$ cat config.mk
export PLATFORM = sky130hd
export DESIGN_NAME = three_axis_servo_interpolator_unit_flat
export DESIGN_NICKNAME = d
export VERILOG_FILES = /design/src/rtl/tsi_pkg.sv /design/src/rtl/tsi_cmd_if.sv /design/src/rtl/tsi_res_if.sv /design/src/rtl/tsi_axis_lane.sv /design/src/rtl/three_axis_servo_interpolator_unit.sv /design/src/flat_wrapper.sv
export SDC_FILE = /design/constraint.sdc
export NUM_CORES = 1
export LEC_CHECK = 0
export BUFFER_PORTS_ARGS = -buffer_cell sky130_fd_sc_hd__buf_4
export CORE_UTILIZATION = 55
export CTS_BUF_LIST = sky130_fd_sc_hd__clkbuf_8
export DETAILED_ROUTE_END_ITERATION = 16
export PLACE_DENSITY = 0.8
export SETUP_SLACK_MARGIN = 0.2
export SKIP_CTS_REPAIR_TIMING = 1
export SLEW_MARGIN = 20
export SYNTH_ARGS = -nofsm -noshare
export SYNTH_HDL_FRONTEND = slang
export SYNTH_SLANG_ARGS = --single-unit
$ cat constraint.sdc
create_clock -name clk -period 10.8 [get_ports clk]
set_input_delay 1.62 -clock clk [delete_from_list [all_inputs] [get_ports clk]]
set_output_delay 1.62 -clock clk [all_outputs]
set_load 0.02 [all_outputs]
$ cat src/rtl/tsi_pkg.sv
package tsi_pkg;

	// number of servo axes, one lane each
	localparam int Axes = 3;

	// per-lane control for one accepted item
	typedef struct packed {
		logic start;  // load target and begin the step division
		logic step;   // add the step to the position
		logic snap;   // move the position onto the target
	} lane_ctrl_t;

endpackage

$ cat src/rtl/tsi_cmd_if.sv
interface tsi_cmd_if #(
	parameter int POS_BITS   = 12,
	parameter int COUNT_BITS = 8
) ();
	logic                  valid;
	logic                  ready;
	logic                  command;
	logic [POS_BITS-1:0]   target_base;
	logic [POS_BITS-1:0]   target_shoulder;
	logic [POS_BITS-1:0]   target_elbow;
	logic [COUNT_BITS-1:0] step_count;

	modport source (
		output valid, command, target_base, target_shoulder, target_elbow, step_count,
		input  ready
	);
	modport sink (
		input  valid, command, target_base, target_shoulder, target_elbow, step_count,
		output ready
	);
endinterface

$ cat src/rtl/tsi_res_if.sv
interface tsi_res_if #(
	parameter int POS_BITS = 12
) ();
	logic                valid;
	logic                ready;
	logic [POS_BITS-1:0] pos_base;
	logic [POS_BITS-1:0] pos_shoulder;
	logic [POS_BITS-1:0] pos_elbow;
	logic                pwm_update;
	logic                move_done;
	logic                busy_res;
	logic                refused;

	modport source (
		output valid, pos_base, pos_shoulder, pos_elbow, pwm_update, move_done,
			busy_res, refused,
		input  ready
	);
	modport sink (
		input  valid, pos_base, pos_shoulder, pos_elbow, pwm_update, move_done,
			busy_res, refused,
		output ready
	);
endinterface

$ cat src/rtl/tsi_axis_lane.sv
module tsi_axis_lane #(
	parameter int POS_BITS      = 12,
	parameter int FRAC_BITS     = 16,
	parameter int COUNT_BITS    = 8,
	parameter int HOME_POSITION = 1500
) (
	input  logic                  clk,
	input  logic                  arst_n,
	input  tsi_pkg::lane_ctrl_t   ctrl,
	input  logic [POS_BITS-1:0]   tgt,
	input  logic [COUNT_BITS-1:0] count,
	output logic [POS_BITS-1:0]   pos_next,
	output logic                  div_busy
);
	localparam int QW = POS_BITS + FRAC_BITS;   // quotient magnitude width
	localparam int SW = QW + 1;                 // signed step width
	localparam int CW = $clog2(QW + 1);

	logic [POS_BITS-1:0]   pos_q;
	logic [POS_BITS-1:0]   tgt_q;
	logic signed [SW-1:0]  step_q;

	logic [COUNT_BITS-1:0] den_q;
	logic [COUNT_BITS-1:0] rem_q;
	logic [QW-1:0]         quo_q;
	logic                  neg_q;
	logic [CW-1:0]         cnt_q;

	// signed distance to the new target and its magnitude
	logic signed [POS_BITS:0] diff;
	logic [POS_BITS-1:0]      mag;
	always_comb begin
		diff = $signed({1'b0, tgt}) - $signed({1'b0, pos_q});
		mag  = diff[POS_BITS] ? POS_BITS'(-diff) : diff[POS_BITS-1:0];
	end

	// one restoring division step a cycle
	logic [COUNT_BITS:0]   trial;
	logic [COUNT_BITS-1:0] rem_nx;
	logic [QW-1:0]         quo_nx;
	logic [SW-1:0]         quo_ext;
	always_comb begin
		trial = {rem_q, quo_q[QW-1]};
		if (trial >= {1'b0, den_q}) begin
			rem_nx = COUNT_BITS'(trial - {1'b0, den_q});
			quo_nx = {quo_q[QW-2:0], 1'b1};
		end else begin
			rem_nx = trial[COUNT_BITS-1:0];
			quo_nx = {quo_q[QW-2:0], 1'b0};
		end
		quo_ext = {1'b0, quo_nx};
	end

	assign div_busy = (cnt_q != '0);

	// position plus step, floored and clamped
	logic signed [SW:0]  sum;
	logic [POS_BITS-1:0] adv;
	always_comb begin
		sum = $signed({2'b00, pos_q, {FRAC_BITS{1'b0}}}) + $signed({step_q[SW-1], step_q});
		if (sum[SW])
			adv = '0;
		else if (sum[QW])
			adv = '1;
		else
			adv = sum[QW-1:FRAC_BITS];
	end

	// next position for this item
	always_comb begin
		if (ctrl.snap)
			pos_next = tgt_q;
		else if (ctrl.step)
			pos_next = adv;
		else
			pos_next = pos_q;
	end

	// position, target and step state
	always_ff @(posedge clk or negedge arst_n) begin
		if (!arst_n) begin
			pos_q  <= POS_BITS'(HOME_POSITION);
			tgt_q  <= POS_BITS'(HOME_POSITION);
			step_q <= '0;
			cnt_q  <= '0;
		end else begin
			pos_q <= pos_next;
			if (ctrl.start) begin
				tgt_q <= tgt;
				if (count == '0) begin
					step_q <= '0;
				end else begin
					cnt_q <= CW'(QW);
				end
			end else if (div_busy) begin
				cnt_q <= cnt_q - 1'b1;
				if (cnt_q == CW'(1))
					step_q <= neg_q ? $signed(-quo_ext) : $signed(quo_ext);
			end
		end
	end

	// divider datapath
	always_ff @(posedge clk) begin
		if (ctrl.start) begin
			den_q <= count;
			rem_q <= '0;
			quo_q <= {mag, {FRAC_BITS{1'b0}}};
			neg_q <= diff[POS_BITS];
		end else if (div_busy) begin
			rem_q <= rem_nx;
			quo_q <= quo_nx;
		end
	end

endmodule

$ cat src/rtl/three_axis_servo_interpolator_unit.sv
// channel  dir  handshake         payload
// cmd      in   valid/ready       command, target_base/shoulder/elbow, step_count
// res      out  valid/ready       pos_base/shoulder/elbow, pwm_update, move_done,
//                                 busy_res, refused
//
// every item gives one result, registered in the cycle after the item is taken
// a tick needs no division; an accepted start then runs the three lane dividers,
// one quotient bit a cycle, and cmd.ready stays low until all POS_BITS+FRAC_BITS
// quotient bits (28 at the defaults) are done; a zero count skips the division
// a stalled res holds its item and keeps cmd.ready low until it is taken
// reset puts every axis at HOME_POSITION with no move in progress
module three_axis_servo_interpolator_unit #(
	parameter int POS_BITS      = 12,
	parameter int FRAC_BITS     = 16,
	parameter int COUNT_BITS    = 8,
	parameter int HOME_POSITION = 1500
) (
	input  logic      clk,
	input  logic      arst_n,
	tsi_cmd_if.sink   cmd,
	tsi_res_if.source res
);
	logic [COUNT_BITS-1:0] ticks_done_q;
	logic [COUNT_BITS-1:0] ticks_total_q;
	logic                  moving_q;
	logic                  res_valid_q;

	logic [POS_BITS-1:0]     tgt      [tsi_pkg::Axes];
	logic [POS_BITS-1:0]     pos_next [tsi_pkg::Axes];
	logic [tsi_pkg::Axes-1:0] lane_busy;
	tsi_pkg::lane_ctrl_t     ctrl;

	logic accept;
	logic start_ok;
	logic refuse;
	logic tick;
	logic moving_next;

	// merge: any lane still dividing holds the input
	assign cmd.ready = !(|lane_busy) && (!res_valid_q || res.ready);
	assign accept    = cmd.valid && cmd.ready;

	// decode of the accepted item
	always_comb begin
		start_ok  = accept && cmd.command && !moving_q;
		refuse    = accept && cmd.command && moving_q;
		tick      = accept && !cmd.command && moving_q;
		ctrl.start = start_ok;
		ctrl.step  = tick && (ticks_done_q < ticks_total_q);
		ctrl.snap  = tick && !(ticks_done_q < ticks_total_q);
		if (start_ok)
			moving_next = 1'b1;
		else if (ctrl.snap)
			moving_next = 1'b0;
		else
			moving_next = moving_q;
	end

	assign tgt[0] = cmd.target_base;
	assign tgt[1] = cmd.target_shoulder;
	assign tgt[2] = cmd.target_elbow;

	// one lane per axis
	for (genvar a = 0; a < tsi_pkg::Axes; a++) begin : g_lane
		tsi_axis_lane #(
			.POS_BITS      (POS_BITS),
			.FRAC_BITS     (FRAC_BITS),
			.COUNT_BITS    (COUNT_BITS),
			.HOME_POSITION (HOME_POSITION)
		) u_lane (
			.clk      (clk),
			.arst_n   (arst_n),
			.ctrl     (ctrl),
			.tgt      (tgt[a]),
			.count    (cmd.step_count),
			.pos_next (pos_next[a]),
			.div_busy (lane_busy[a])
		);
	end

	// move sequencing state
	always_ff @(posedge clk or negedge arst_n) begin
		if (!arst_n) begin
			ticks_done_q  <= '0;
			ticks_total_q <= '0;
			moving_q      <= 1'b0;
			res_valid_q   <= 1'b0;
		end else begin
			moving_q <= moving_next;
			if (start_ok) begin
				ticks_done_q  <= '0;
				ticks_total_q <= cmd.step_count;
			end else if (ctrl.step) begin
				ticks_done_q <= ticks_done_q + 1'b1;
			end
			if (accept)
				res_valid_q <= 1'b1;
			else if (res.ready)
				res_valid_q <= 1'b0;
		end
	end

	// result register
	always_ff @(posedge clk) begin
		if (accept) begin
			res.pos_base     <= pos_next[0];
			res.pos_shoulder <= pos_next[1];
			res.pos_elbow    <= pos_next[2];
			res.pwm_update   <= tick;
			res.move_done    <= ctrl.snap;
			res.busy_res     <= moving_next;
			res.refused      <= refuse;
		end
	end

	assign res.valid = res_valid_q;

endmodule
$ cat src/flat_wrapper.sv
// flat-port wrapper written by rule: the top's interface ports become plain ports
module three_axis_servo_interpolator_unit_flat 
#(
	parameter int POS_BITS      = 12,
	parameter int FRAC_BITS     = 16,
	parameter int COUNT_BITS    = 8,
	parameter int HOME_POSITION = 1500
)
  (clk, arst_n, cmd_valid, cmd_command, cmd_target_base, cmd_target_shoulder, cmd_target_elbow, cmd_step_count, cmd_ready, res_valid, res_pos_base, res_pos_shoulder, res_pos_elbow, res_pwm_update, res_move_done, res_busy_res, res_refused, res_ready);
  tsi_cmd_if #(.POS_BITS(POS_BITS), .COUNT_BITS(COUNT_BITS)) cmd_i ();
  tsi_res_if #(.POS_BITS(POS_BITS)) res_i ();
  input  logic clk;
  input  logic arst_n;
  input wire logic [$bits(cmd_i.valid)-1:0] cmd_valid;
  input wire logic [$bits(cmd_i.command)-1:0] cmd_command;
  input wire logic [$bits(cmd_i.target_base)-1:0] cmd_target_base;
  input wire logic [$bits(cmd_i.target_shoulder)-1:0] cmd_target_shoulder;
  input wire logic [$bits(cmd_i.target_elbow)-1:0] cmd_target_elbow;
  input wire logic [$bits(cmd_i.step_count)-1:0] cmd_step_count;
  output wire logic [$bits(cmd_i.ready)-1:0] cmd_ready;
  output wire logic [$bits(res_i.valid)-1:0] res_valid;
  output wire logic [$bits(res_i.pos_base)-1:0] res_pos_base;
  output wire logic [$bits(res_i.pos_shoulder)-1:0] res_pos_shoulder;
  output wire logic [$bits(res_i.pos_elbow)-1:0] res_pos_elbow;
  output wire logic [$bits(res_i.pwm_update)-1:0] res_pwm_update;
  output wire logic [$bits(res_i.move_done)-1:0] res_move_done;
  output wire logic [$bits(res_i.busy_res)-1:0] res_busy_res;
  output wire logic [$bits(res_i.refused)-1:0] res_refused;
  input wire logic [$bits(res_i.ready)-1:0] res_ready;
  assign cmd_i.valid = cmd_valid;
  assign cmd_i.command = cmd_command;
  assign cmd_i.target_base = cmd_target_base;
  assign cmd_i.target_shoulder = cmd_target_shoulder;
  assign cmd_i.target_elbow = cmd_target_elbow;
  assign cmd_i.step_count = cmd_step_count;
  assign cmd_ready = cmd_i.ready;
  assign res_valid = res_i.valid;
  assign res_pos_base = res_i.pos_base;
  assign res_pos_shoulder = res_i.pos_shoulder;
  assign res_pos_elbow = res_i.pos_elbow;
  assign res_pwm_update = res_i.pwm_update;
  assign res_move_done = res_i.move_done;
  assign res_busy_res = res_i.busy_res;
  assign res_refused = res_i.refused;
  assign res_i.ready = res_ready;
  three_axis_servo_interpolator_unit #(.POS_BITS(POS_BITS), .FRAC_BITS(FRAC_BITS), .COUNT_BITS(COUNT_BITS), .HOME_POSITION(HOME_POSITION)) u_core (.clk(clk), .arst_n(arst_n), .cmd(cmd_i), .res(res_i));
endmodule
* Yosys cells after proc, flatten, opt, wreduce, memory -nomap -nowiden *
Index checks and enable logic that the tools add are counted.

storage, ports and cells
  logic and storage cells = 151
  output and inout port bits = 42
  input bits = 49
  register bits after elaboration = 351

cells by class
  magnitude comparators = 4
  add/subtract/negate cells = 19
  eq/ne operators = 5
  reduce and logical (&&, ||, !) cells = 34
  muxes and demuxes = 53

operators by type and width
  cell                                                 number
  two-way mux 29 bit                                   13
  two-way mux 12 bit                                   15
  two-way mux 28 bit                                   6
  adder 29 x 29 -> 30 bit                              3
  negation 28 -> 29 bit                                3
  two-way mux 8 bit                                    5
  subtractor 12 x 12 -> 13 bit                         3
  negation 12 bit                                      3
  two-way mux 5 bit                                    7
  >= comparator 9 x 8 -> 1 bit                         3
  subtractor 8 bit                                     3
  nonzero test 2 bit                                   8
  equality test 5 x 1 -> 1 bit, second input constant  3
  nonzero test 5 bit                                   3
  subtractor 5 x 1 -> 5 bit, second input constant     3
  logical AND 1 bit                                    9
  AND reduction 3 bit                                  3
  adder 8 x 1 -> 8 bit, second input constant          1
  logical NOT 8 bit                                    1
  less-than comparator 8 bit                           1
  two-way mux 1 bit                                    7
  AND reduction 2 bit                                  3
  logical NOT 1 bit                                    5
  inequality test 2 bit, second input constant         2
  2 further kinds                                      2

* Longest topological paths before layout *
  depth after elaboration = 10
  mapped depth = 14
  depth with buffers taken out = 13

* Hierarchy *
A second synthesis with hierarchy kept.

unflattened totals
  cells, all modules = 2029
  area total of the unflattened synthesis = 19060.8 µm²

by module, submodules not included
  module                                    cells each  area an instance (µm²)  instances  seq. area each (µm²)
  tsi_axis_lane at u_core.g_lane[2].u_lane  631         5674.2                  1          2179.6
  tsi_axis_lane at u_core.g_lane[1].u_lane  618         5572.8                  1          2179.6
  tsi_axis_lane at u_core.g_lane[0].u_lane  624         5565.3                  1          2179.6
  three_axis_servo_interpolator_unit        156         2248.4                  1          1651.6

* Worst setup path after synthesis *
No wires, ideal clock.

  path kind = in2reg
  start point = in cmd_target_elbow[0]
  end point = reg u_core.g_lane[2].u_lane.quo_q[27], data pin
  path buffers = 0
  required time = 10.533 ns
  arrival time = 4.043 ns
  slack = 6.491 ns
  library setup time = 0.267 ns
  stages = 12
  cells stage by stage = inv_1 ha_1 inv_1 fa_1 a211oi_1 o21bai_1 a21oi_1 xnor2_1 or3b_2 o41ai_1 xnor2_1 o21ai_0

between the ends
  cells in the longest elaborated chain, start to end = 4

RTL lines
  item                              RTL line              text
  from (decl)                       flat_wrapper.sv:18    input wire logic [$bits(cmd_i.target_elbow)-1:0] cmd_target_elbow;
  subtractor 12 x 12 -> 13 bit (*)  tsi_axis_lane.sv:33   diff = $signed({1'b0, tgt}) - $signed({1'b0, pos_q});
  negation 12 bit                   tsi_axis_lane.sv:34   mag = diff[POS_BITS] ? POS_BITS'(-diff) : diff[POS_BITS-1:0];
  two-way mux 12 bit (*)            tsi_axis_lane.sv:34
  two-way mux 28 bit (*)            tsi_axis_lane.sv:105  if (ctrl.start) begin
  to (signal assigned)              tsi_axis_lane.sv:108  quo_q <= {mag, {FRAC_BITS{1'b0}}};
  to (signal assigned)              tsi_axis_lane.sv:112  quo_q <= quo_nx;
  to (decl)                         tsi_axis_lane.sv:25   logic [QW-1:0] quo_q;

Every way passes the cells marked *; elsewhere a longest branch is shown, timed or not.
A chain may end at the register's enable or synchronous reset.

* Final worst setup path *
  start point = reg u_core.g_lane[0].u_lane.cnt_q[0]
  end point = reg u_core.g_lane[0].u_lane.step_q[20]

between the ends
  cells in the longest elaborated chain, start to end = 9
  elaborated cells on any way between the ends = 13
  those cells by class = 2 x eq/ne; 1 x mux; 10 x reduce/logical

RTL lines
  item                                                                                 RTL line                                  text
  from (decl)                                                                          tsi_axis_lane.sv:27                       logic [CW-1:0] cnt_q;
  from (signal assigned)                                                               tsi_axis_lane.sv:93                       cnt_q <= CW'(QW);
  from (signal assigned)                                                               tsi_axis_lane.sv:96                       cnt_q <= cnt_q - 1'b1;
  nonzero test 5 bit (*)                                                               tsi_axis_lane.sv:54                       assign div_busy = (cnt_q != '0);
  OR reduction 3 bit (*)                                                               three_axis_servo_interpolator_unit.sv:40  assign cmd.ready = !(|lane_busy) && (!res_valid_q || res.ready);
  logical NOT 1 bit (*)                                                                three_axis_servo_interpolator_unit.sv:40
  logical AND 1 bit (*)                                                                three_axis_servo_interpolator_unit.sv:40
  logical AND 1 bit (*)                                                                three_axis_servo_interpolator_unit.sv:41  assign accept = cmd.valid && cmd.ready;
  named net u_core.accept                                                              three_axis_servo_interpolator_unit.sv:33  logic accept;
  logical AND 1 bit (*) (2 in series)                                                  three_axis_servo_interpolator_unit.sv:45  start_ok = accept && cmd.command && !moving_q;
  inequality test 2 bit (no source line) / nonzero test 2 bit (equally long branches)  --
  AND reduction 3 bit (no source line)                                                 --
  to (signal assigned)                                                                 tsi_axis_lane.sv:98                       step_q <= neg_q ? $signed(-quo_ext) : $signed(quo_ext);
  to (decl)                                                                            tsi_axis_lane.sv:21                       logic signed [SW-1:0] step_q;

The timed path passes the listed nets; every way through them passes the cells marked *.

==> flow_metrics.tcl <==
set metrics [dict create \
    status "finished clean" \
    placedInstanceArea_um2 18380 \
    yosysMostFrequentCell "nand2_1" \
    utilization_pct 63.18 \
    max_freq_mhz 169.8 \
    dp.cells 2349 \
    synth_area_leader_cell "edfxtp_1" \
    place.gp.congestion 0.9350 \
    fill_cells 2558 \
    antenna_found_initial 0 \
    dp_hpwl_mm 29.94 \
    endpoint_kind "flip-flop" \
    htreeDepth 2 \
    antennaDiodeCount 0 \
    initial_core_util_pct 56.44 \
    combinationalPowerShare_pct 32.3 \
    tns_ns 0 \
    grt-ovfl-total 0 \
    critPathMaxFanout 94 \
    synthesis.area_um2 17440 \
    rows 64 \
    root_buffer "clkbuf_8" \
    min_period_ns 5.890 \
    crit_arrival_ns 6.32 \
    critPathKind "reg2reg" \
    cp.required_ns 11.23 \
    hold_class "reg2reg" \
    crit_path_start_kind "flip-flop" \
    synth_fp_nets 2106 \
    switchingPower_mw 1.631 \
    io_buffers 90 \
    vias_per_cell 5.942 \
    ys.flop_type "dfrtp_1" \
    synthTopCellsByCount "nand2_1, o21ai_0, ha_1" \
    yosys_warnings 0 \
    p_int_mw 2.859 \
    wl_per_cell_um 17.37 \
    clk_pin_slew_worst_paths_ns 0.07 \
    drive_above_1_share_pct 11.93 \
    final_area_um2 19530 \
    drcViolationCount 0 \
    area_growth_pct 11.96 \
    clock-sinks 303 \
    cellLeakagePower_nw 8.590 \
    clockBufferDepth 3 \
    cts_tree "done" \
    track_usage_pct 26.23 \
    tightest_slew_ns 1.041 \
    vdd_drop_max_v 0.0001367 \
    hold_viol 0 \
    final_cells 2441 \
    grt_pass1_vias 13900 \
    final_nets 2177 \
    finalSetupViolations 0 \
    insertion_delay_ns 0.59 \
    synth_cell_types 74 \
    slew_headroom_pct 30.12 \
    ys_ff_latch 303 \
    vias 14510 \
    clock_skew_ns 0.02226 \
    fin_crit_sh_pct 54.53 \
    synthTopCellsByArea "edfxtp_1, dfrtp_1, dfxtp_1" \
    clkPwrFrac_pct 25.7 \
    grt_setup_unrepaired "no" \
    cts_buffers 49 \
    slew_viol_final 0 \
    drt_first_pass_iters 6 \
    postRouteAntennaNets 0 \
    drt_iter0_markers 1049 \
    ios 91 \
    finalWirelength_mm 42.40 \
    sw_frac_of_total_pct 36.33 \
    cap_violations 0 \
    syn_inst 1933 \
    grt_pass1_wl_mm 69.51 \
    power.density_nw_per_um2 229.9 \
    async_flop_share_pct 47.52 \
    die-width_um 180.1 \
    seqPwrFrac_pct 42.1 \
    yosysSeqAreaShare_pct 44.20 \
    avgSynthCellArea_um2 9.024 \
    synth_edf_count 87 \
    synth_top_area_share_pct 14.98 \
    die_y_um 180.1 \
    core_area_um2 30910 \
    die_area_um2 32430 \
    timing.hold.ws_ns 0.4607 \
    grt_max_degree 95 \
]
power groups by stage:
| stage | combinational [mW] | sequential [mW] | clock [mW] |
|---|---|---|---|
| global placement | 1.35 | 1.88 | 0 |
| finish | 1.45 | 1.89 | 1.15 |
| floorplan | 1.13 | 1.79 | 0 |
| global route | 1.65 | 1.93 | 1.22 |
| CTS | 1.44 | 1.88 | 1.17 |
| detailed placement | 1.42 | 1.90 | 0 |
critical path, stage by stage, from the launching register on:
cell and delay (ns):
dfrtp_1 0.42, inv_1 0.08, ha_1 0.24, or4b_2 0.97, nor4_2 0.36, nand2_1 0.13, inv_2 0.06, buf_4 0.54
nand2_4 0.44, clkinv_2 0.43, buf_4 0.76, nand2_1 0.59, and2_1 0.44, nand2_1 0.12, o21ai_0 0.10
cells in the final DEF, fill, tap and decap left out, types with 44 or more instances in the layout:
cell / netlist / routed
nand2_1: 327 / 327
o21ai_0: 241 / 240
ha_1: 115 / 115
nor2_1: 110 / 108
inv_1: 92 / 104
dfrtp_1: 102 / 102
buf_4: 1 / 98
edfxtp_1: 87 / 87
a21oi_1: 85 / 85
xor2_1: 74 / 74
dfxtp_1: 72 / 72
xnor2_1: 61 / 61
nand3_1: 57 / 57
clkbuf_8: 0 / 57
nor3_1: 44 / 44
state kept, by name, indices dropped and copies added (netlist names):
| name | flops |
|---|---|
| u_core.g_lane.u_lane.pos_q | 36 |
| u_core.g_lane.u_lane.rem_q | 24 |
| u_core.res.pos_base | 12 |
| u_core.res.valid | 1 |
| u_core.res.pos_elbow | 12 |
| u_core.g_lane.u_lane.cnt_q | 15 |
| u_core.g_lane.u_lane.quo_q | 84 |
| u_core.g_lane.u_lane.neg_q | 3 |
| u_core.ticks_total_q | 8 |
| u_core.res.busy_res | 1 |
| u_core.g_lane.u_lane.step_q | 39 |
| u_core.res.pwm_update | 1 |
| u_core.res.move_done | 1 |
| u_core.res.refused | 1 |
| u_core.ticks_done_q | 8 |
| u_core.g_lane.u_lane.den_q | 8 |
| u_core.res.pos_shoulder | 12 |
| u_core.g_lane.u_lane.tgt_q | 36 |
| u_core.moving_q | 1 |
layout make-up:
type                       count  area (um^2)  area share (%)
multi-input combinational   1456         9071           46.45
sequential                   303         7710           39.48
clock buffer                  57        784.5           4.017
timing repair buffer          99        747.0           3.825
tap                          396        495.5           2.537
clock inverter                35        364.1           1.864
inverter                      95        357.8           1.832
worst paths after layout:
path / startpoint / end / slack (ns) / cells after the start
worst max-delay path: u_core.g_lane[0].u_lane.cnt_q[0] / u_core.g_lane[0].u_lane.step_q[20] / 4.91 / 14
worst min-delay path: u_core.g_lane[1].u_lane.tgt_q[2] / u_core.g_lane[1].u_lane.tgt_q[2] / 0.46 / 2
worst max register to register: u_core.g_lane[0].u_lane.cnt_q[0] / u_core.g_lane[0].u_lane.step_q[20] / 4.91 / 14
worst min register to register: u_core.g_lane[1].u_lane.tgt_q[2] / u_core.g_lane[1].u_lane.tgt_q[2] / 0.46 / 2
max in group asynchronous: arst_n / u_core.g_lane[1].u_lane.step_q[22] / 8.47 / 2
min in group asynchronous: arst_n / u_core.g_lane[1].u_lane.cnt_q[4] / 1.10 / 1
stage by stage:
step	setup WS (ns)	total power, mW
final	4.910	4.490
after global routing	4.496	4.801
after CTS	4.938	4.491
after detailed placement	4.968	3.319
after global placement	5.130	3.225
after floorplan	6.491	2.920
metal layers:
| metal | vias up | routed length [um] | track usage [%] |
|---|---|---|---|
| met2 | 464 | 19000 | 41.07 |
| met3 | 74 | 2780 | 4.466 |
| met1 | 6986 | 19750 | 37.28 |
| li1 | 6981 | - | - |
| met4 | 0 | 865 | 7.966 |
| met5 | - | 0 | 0 |
kinds of logic (layout without fill, tap and decap cells):
logic type               after synthesis  after routing  synth area share (%)
AO/OA/AOI/OAI                        509            509                 17.54
XOR/XNOR                             135            135                 6.778
adder cells (fa/ha/maj)              124            124                 9.281
buffers and inverters                174            286                 3.859
flip-flops                           303            303                 44.20
multiplexers                          10             10                0.5738
AND/OR/NAND/NOR                      678            678                 17.77
(Power assumes the default switching activity.)
